===== src/rotation_matrix_to_euler_angles_core_defines.svh =====
// ----------------------------------------------------------------------------
// Assertion macros for the rotation matrix to Euler angles core.
// Shared helpers for the concurrent checks of the top level.
// ----------------------------------------------------------------------------
`ifndef ROTATION_MATRIX_TO_EULER_ANGLES_CORE_DEFINES_SVH
`define ROTATION_MATRIX_TO_EULER_ANGLES_CORE_DEFINES_SVH

// Implication checked on every clock edge outside reset.
`define RME_ASSERT_IMP(lbl, clk, rstn, ante, cons) \
  lbl: assert property (@(posedge clk) disable iff (!rstn) (ante) |-> (cons)) \
    else $error("assertion failed");

// Next-cycle implication checked on every clock edge outside reset.
`define RME_ASSERT_NXT(lbl, clk, rstn, ante, cons) \
  lbl: assert property (@(posedge clk) disable iff (!rstn) (ante) |=> (cons)) \
    else $error("assertion failed");

`endif


===== src/rme_pkg.sv =====
// ----------------------------------------------------------------------------
// rme_pkg
// Constants and types shared by the rotation matrix to Euler angles core.
// ----------------------------------------------------------------------------
`timescale 1ns / 1ps

package rme_pkg;

  localparam int unsigned CordicSteps = 16;
  localparam int unsigned ZW = 20;   // angle accumulator, 2^-16 rad
  localparam int unsigned VW = 26;   // CORDIC working vector width
  localparam int unsigned SW = 31;   // square root remainder width, holds 2^30

  localparam logic signed [15:0] OneQ14     = 16'sd16384;
  localparam logic signed [ZW-1:0] HalfPiZ  = 20'sd102944;
  localparam logic signed [15:0] PiQ13      = 16'sd25736;
  localparam logic signed [15:0] HalfPiQ13  = 16'sd12868;

  // Arctangent table in units of 2^-16 rad.
  function automatic logic signed [ZW-1:0] atan_lut(input logic [3:0] idx);
    logic signed [ZW-1:0] v;
    case (idx)
      4'd0:  v = 20'sd51472;
      4'd1:  v = 20'sd30386;
      4'd2:  v = 20'sd16055;
      4'd3:  v = 20'sd8150;
      4'd4:  v = 20'sd4091;
      4'd5:  v = 20'sd2047;
      4'd6:  v = 20'sd1024;
      4'd7:  v = 20'sd512;
      4'd8:  v = 20'sd256;
      4'd9:  v = 20'sd128;
      4'd10: v = 20'sd64;
      4'd11: v = 20'sd32;
      4'd12: v = 20'sd16;
      4'd13: v = 20'sd8;
      4'd14: v = 20'sd4;
      default: v = 20'sd2;
    endcase
    return v;
  endfunction

  // Vectoring CORDIC state carried between pipeline stages.
  typedef struct packed {
    logic signed [VW-1:0] x;
    logic signed [VW-1:0] y;
    logic signed [ZW-1:0] z;
  } cordic_t;

  // Restoring square root state.
  typedef struct packed {
    logic [SW-1:0] rem;
    logic [SW-1:0] res;
  } sqrt_t;

  // Side information that follows each transaction through the pipeline.
  typedef struct packed {
    logic lock_pos;
    logic lock_neg;
  } side_t;

endpackage


===== src/rme_cordic.sv =====
// ----------------------------------------------------------------------------
// rme_cordic
// Pipelined atan2 by vectoring CORDIC, one iteration per stage.
// ----------------------------------------------------------------------------
`timescale 1ns / 1ps

module rme_cordic (
  input  logic                   clk_i,
  input  logic                   en_i,
  input  logic signed [15:0]     y_i,
  input  logic signed [15:0]     x_i,
  output logic signed [15:0]     ang_o
);
  import rme_pkg::*;

  cordic_t stage_q [CordicSteps+1];
  cordic_t init_d;
  logic    zero_q [CordicSteps+1];
  logic signed [VW-1:0] xs, ys;
  logic signed [ZW-1:0] zr;

  // Prescale and fold the left half plane into the right.
  always_comb begin
    xs = VW'(x_i) <<< 8;
    ys = VW'(y_i) <<< 8;
    init_d.x = xs;
    init_d.y = ys;
    init_d.z = '0;
    if (xs < 0) begin
      if (ys >= 0) begin
        init_d.x = ys;
        init_d.y = -xs;
        init_d.z = HalfPiZ;
      end else begin
        init_d.x = -ys;
        init_d.y = xs;
        init_d.z = -HalfPiZ;
      end
    end
  end

  always_ff @(posedge clk_i) begin
    if (en_i) begin
      stage_q[0] <= init_d;
      zero_q[0]  <= (x_i == 16'sd0) && (y_i == 16'sd0);
    end
  end

  // One micro-rotation per register stage.
  for (genvar i = 0; i < CordicSteps; i++) begin : g_iter
    cordic_t nx;
    always_comb begin
      nx = stage_q[i];
      if (stage_q[i].y >= 0) begin
        nx.x = stage_q[i].x + (stage_q[i].y >>> i);
        nx.y = stage_q[i].y - (stage_q[i].x >>> i);
        nx.z = stage_q[i].z + atan_lut(4'(i));
      end else begin
        nx.x = stage_q[i].x - (stage_q[i].y >>> i);
        nx.y = stage_q[i].y + (stage_q[i].x >>> i);
        nx.z = stage_q[i].z - atan_lut(4'(i));
      end
    end
    always_ff @(posedge clk_i) begin
      if (en_i) begin
        stage_q[i+1] <= nx;
        zero_q[i+1]  <= zero_q[i];
      end
    end
  end

  // Round to Q3.13 and saturate to plus or minus pi.
  always_comb begin
    zr = (stage_q[CordicSteps].z + ZW'(4)) >>> 3;
    if (zero_q[CordicSteps])       ang_o = '0;
    else if (zr > ZW'(PiQ13))      ang_o = PiQ13;
    else if (zr < -ZW'(PiQ13))     ang_o = -PiQ13;
    else                           ang_o = zr[15:0];
  end

endmodule


===== config.mk =====
export PLATFORM = sky130hd
export DESIGN_NAME = rme_cordic
export DESIGN_NICKNAME = d
export VERILOG_FILES = /design/src/rotation_matrix_to_euler_angles_core_defines.svh /design/src/rme_pkg.sv /design/src/rme_cordic.sv
export SDC_FILE = /design/constraint.sdc
export NUM_CORES = 2
export LEC_CHECK = 0
export BUFFER_PORTS_ARGS = -buffer_cell sky130_fd_sc_hd__buf_2
export CAP_MARGIN = 40
export CORE_UTILIZATION = 33
export CTS_CLUSTER_DIAMETER = 150
export DETAILED_ROUTE_END_ITERATION = 10
export GPL_TIMING_DRIVEN = 0
export HOLD_SLACK_MARGIN = 0.1
export PLACE_DENSITY = 0.47
export SYNTH_ARGS = -nofsm -noshare
export SYNTH_HDL_FRONTEND = slang
export SYNTH_SLANG_ARGS = --single-unit
export TNS_END_PERCENT = 50

===== constraint.sdc =====
create_clock -name clk_i -period 12.6 [get_ports clk_i]
set_input_delay 0.63 -clock clk_i [delete_from_list [all_inputs] [get_ports clk_i]]
set_output_delay 0.63 -clock clk_i [all_outputs]
set_load 0.01 [all_outputs]

==> impl_metrics.xml <==
<?xml version="1.0" encoding="UTF-8"?>
<metrics>
  <group name="run_status">
    <metric name="outcome" unit="">completed</metric>
  </group>
  <group name="layout">
    <metric name="final_area" unit="µm²">89900</metric>
    <metric name="layout-area-overhead-vs-synth" unit="%">11.1</metric>
    <metric name="share_of_layout_cells_above_drive_strength_1" unit="">0.0390</metric>
    <metric name="fin_cells" unit="">11800</metric>
    <metric name="final_nets" unit="">9495</metric>
  </group>
  <group name="logic_synthesis">
    <metric name="synth.ff_latch_count" unit="">1019</metric>
    <metric name="synth.most_common_cell" unit="">edfxtp_1</metric>
    <metric name="synth.top_cells.by_count" unit="">edfxtp_1 (1,019), ha_1 (887), xnor2_1 (803)</metric>
    <metric name="syn_area" unit="µm²">80900</metric>
    <metric name="synthesis.yosys.warnings" unit="">0</metric>
    <metric name="synthCells" unit="">8265</metric>
    <metric name="synthArstFlopShare" unit="">0</metric>
    <metric name="ys.flop_type" unit="">edfxtp_1</metric>
    <metric name="synth-seq-area-share" unit="">0.378</metric>
    <metric name="post_synth_main_area_contributors" unit="">edfxtp_1 (38%), ha_1 (14%), xnor2_1 (8.7%), xor2_1 (4.4%), a21oi_1 (4.0%)</metric>
    <metric name="yosys.cell_types.count" unit="">87</metric>
    <metric name="avgSynthCellArea" unit="µm²">9.78</metric>
    <metric name="synth_top_area_share" unit="">0.378</metric>
    <metric name="number_of_flops_mapped_to_enable_cells_by_yosys" unit="">1019</metric>
    <metric name="netlist.top_cell.by_area" unit="">edfxtp_1</metric>
  </group>
  <group name="detailed_routing">
    <metric name="drt-total-wl" unit="µm">222000</metric>
    <metric name="first_iter_violations" unit="">4294</metric>
    <metric name="via_per_inst" unit="">5.23</metric>
    <metric name="route.vias.total" unit="">61900</metric>
    <metric name="drt_pre_antenna_iters" unit="">5</metric>
    <metric name="drcViolationCount" unit="">0</metric>
    <metric name="avgRoutedWirePerCell" unit="µm">18.7</metric>
    <metric name="ant_nets" unit="">0</metric>
  </group>
  <group name="placed_design">
    <metric name="numPortBuffers" unit="">49</metric>
    <metric name="place_area" unit="µm²">85800</metric>
    <metric name="place.gp.congestion" unit="">0.867</metric>
    <metric name="dp.cells" unit="">11600</metric>
    <metric name="hpwlAfterDp" unit="µm">177000</metric>
    <metric name="pre_cts_ws" unit="ns">7.11</metric>
  </group>
  <group name="sta">
    <metric name="timing.slew.headroom" unit="">0.387</metric>
    <metric name="finalMaxSlewViolations" unit="">0</metric>
    <metric name="period_needed" unit="ns">5.55</metric>
    <metric name="worst_slack" unit="ns">7.05</metric>
    <metric name="fmax" unit="MHz">180</metric>
    <metric name="tightest_slew" unit="ns">0.912</metric>
    <metric name="finalCritPeriodShare" unit="">0.440</metric>
    <metric name="clock_skew" unit="ns">0.0374</metric>
    <metric name="setup_total_negative_slack" unit="ns">0</metric>
    <metric name="setup_viol_count_final" unit="">0</metric>
    <metric name="grt_setup_unrepaired" unit="">no</metric>
    <metric name="final_hold_fails" unit="">0</metric>
  </group>
  <group name="cts">
    <metric name="tritoncts.num_buffers" unit="">121</metric>
    <metric name="cts.sinks" unit="">1019</metric>
    <metric name="cts.path.max_buffers" unit="">3</metric>
    <metric name="path_clk_slew" unit="ns">0.07</metric>
    <metric name="postCtsResizedCells" unit="">0</metric>
    <metric name="htreeDepth" unit="">3</metric>
    <metric name="clk_root_buffer_cell" unit="">clkbuf_16</metric>
    <metric name="clock_insertion_delay_at_the_later_pin_of_the_skew_report" unit="ns">0.79</metric>
    <metric name="cts_tree" unit="">built</metric>
  </group>
  <group name="worst_hold_path">
    <metric name="worstHoldEndpoint" unit="">stage_q[0][33]</metric>
    <metric name="hold_path_depth" unit="">2</metric>
    <metric name="min_path_type" unit="">in2reg</metric>
    <metric name="worst_hold_startpoint" unit="">y_i[5]</metric>
  </group>
  <group name="setup_path">
    <metric name="timing.rr.start" unit="">stage_q[5][45]</metric>
    <metric name="critical_path_source_type" unit="">flip-flop</metric>
    <metric name="critical_path_required" unit="ns">13.10</metric>
    <metric name="r2r_end" unit="">stage_q[6][45]</metric>
    <metric name="critPathTopFamily" unit="">compound AO/OA/AOI/OAI gates</metric>
    <metric name="critical_path_depth" unit="">16</metric>
    <metric name="critical-path-max-stage-delay" unit="ns">0.69</metric>
    <metric name="worstPathArrival" unit="ns">6.05</metric>
    <metric name="critical_path.n_buffers_inverters" unit="">3</metric>
    <metric name="timing.reg2reg.worst_path_depth" unit="">16</metric>
    <metric name="worst-setup-path-type" unit="">reg2reg</metric>
    <metric name="crit_chain" unit="">clkbuf_1 -&gt; clkbuf_1 -&gt; clkbuf_1 -&gt; nand2_1 -&gt; xor2_1 -&gt; ha_1 -&gt; a21o_1 -&gt; a21oi_1 -&gt; nor3b_1 -&gt; a211oi_1 -&gt; a211oi_1 -&gt; a41oi_1 -&gt; a21oi_1 -&gt; a21o_1 -&gt; a31oi_1 -&gt; xnor2_1</metric>
    <metric name="ff2ff_setup_slack" unit="ns">7.05</metric>
    <metric name="critical_path.endpoint_type" unit="">flip-flop</metric>
    <metric name="cp_max_fo" unit="">10</metric>
    <metric name="timing.critical_path.slowest_stage_cell" unit="">clkbuf_1</metric>
    <metric name="path_common_cell" unit="">clkbuf_1</metric>
  </group>
  <group name="floorplan">
    <metric name="die-height" unit="µm">497</metric>
    <metric name="design.core.area" unit="µm²">243000</metric>
    <metric name="floorplan.rows" unit="">181</metric>
    <metric name="design.portCount" unit="">50</metric>
    <metric name="dieArea" unit="µm²">247000</metric>
    <metric name="initial_utilization" unit="">0.332</metric>
    <metric name="fp.dieW" unit="µm">497</metric>
  </group>
  <group name="global_route">
    <metric name="maximum_number_of_pins_on_one_net_before_global_route_repair" unit="">129</metric>
    <metric name="number_of_antenna_violations_at_the_first_check_in_global_routing" unit="">6</metric>
    <metric name="first_global_vias" unit="">59700</metric>
    <metric name="grt_util_all_layers" unit="">0.175</metric>
    <metric name="overflow" unit="">0</metric>
    <metric name="grt_pass1_wl" unit="µm">342000</metric>
  </group>
  <group name="job">
    <metric name="maxCapViolCount" unit="">0</metric>
  </group>
</metrics>
## layout make-up
class	count	area [µm²]
fill	24300	154000
multi-input combinational	6750	48400
sequential	1019	30600
tap	3202	4010
clock buffer	148	3190
inverter	417	1570
clock inverter	75	877
timing repair buffer	72	627
buffer	158	602
antenna	1	2.50
## stage by stage
| stage | hold slack, ns | util |
|---|---|---|
| floorplan | 0.400 | - |
| global placement | 0.401 | 0.351 |
| detailed placement | 0.405 | 0.352 |
| CTS | 0.132 | 0.369 |
| global route | 0.191 | 0.369 |
| finish | 0.203 | 0.369 |
## worst max path at each step
stage                            endpoint             from  slack, ns
after global routing       stage_q[5][70]   stage_q[4][45]       6.68
after global placement     stage_q[8][49]             en_i      -5.67
after detailed placement  stage_q[13][69]  stage_q[12][45]       7.11
final                      stage_q[6][45]   stage_q[5][45]       7.05
after floorplan           stage_q[10][71]   stage_q[9][29]       8.54
after CTS                 stage_q[13][69]  stage_q[12][45]       7.09
## registers in the layout, indices dropped and copies added, names as in the netlist
register	cells
stage_q	1002
zero_q	17
## cell families (layout without fill, tap and decap cells)
logic type,count (synthesis),after routing,share of synthesized area
compound gates,2229,2229,0.176
xor+xnor,1207,1207,0.131
mux,43,43,0.00542
flops,1019,1019,0.378
other cells,1,81,0.0000464
buf+inv,575,870,0.0268
simple gates,2268,2268,0.136
fa+ha+maj,923,923,0.146
## placed cells by master (no fill, tap or decap), types with 125 or more instances in the layout
cell type / synthesis / layout
inv_1: 415 / 415
xor2_1: 404 / 404
a21oi_1: 647 / 647
nor2_1: 678 / 678
nand2b_1: 152 / 152
o21ai_0: 470 / 470
edfxtp_1: 1019 / 1019
a21o_1: 255 / 255
xnor2_1: 803 / 803
o21a_1: 125 / 125
clkbuf_1: 127 / 151
nand3_1: 126 / 126
nand2_1: 525 / 525
nor3_1: 205 / 205
o31ai_1: 150 / 150
ha_1: 887 / 887
## metal layers
metal	up-vias	track usage	share of wire
li1	30900	-	-
met1	29700	0.241	0.48
met2	1110	0.288	0.46
met3	221	0.0224	0.045
met4	0	0.0413	0.019
met5	-	0	0
## repair_timing
item	4_1_cts	5_1_grt
hold buffers	3	0
endpoints found under the hold margin	3	0
buffers inserted	0	0
Power is left out: the tool's default activity adds up to more than one toggle a clock period on the data nets, which glitch-free logic cannot reach.
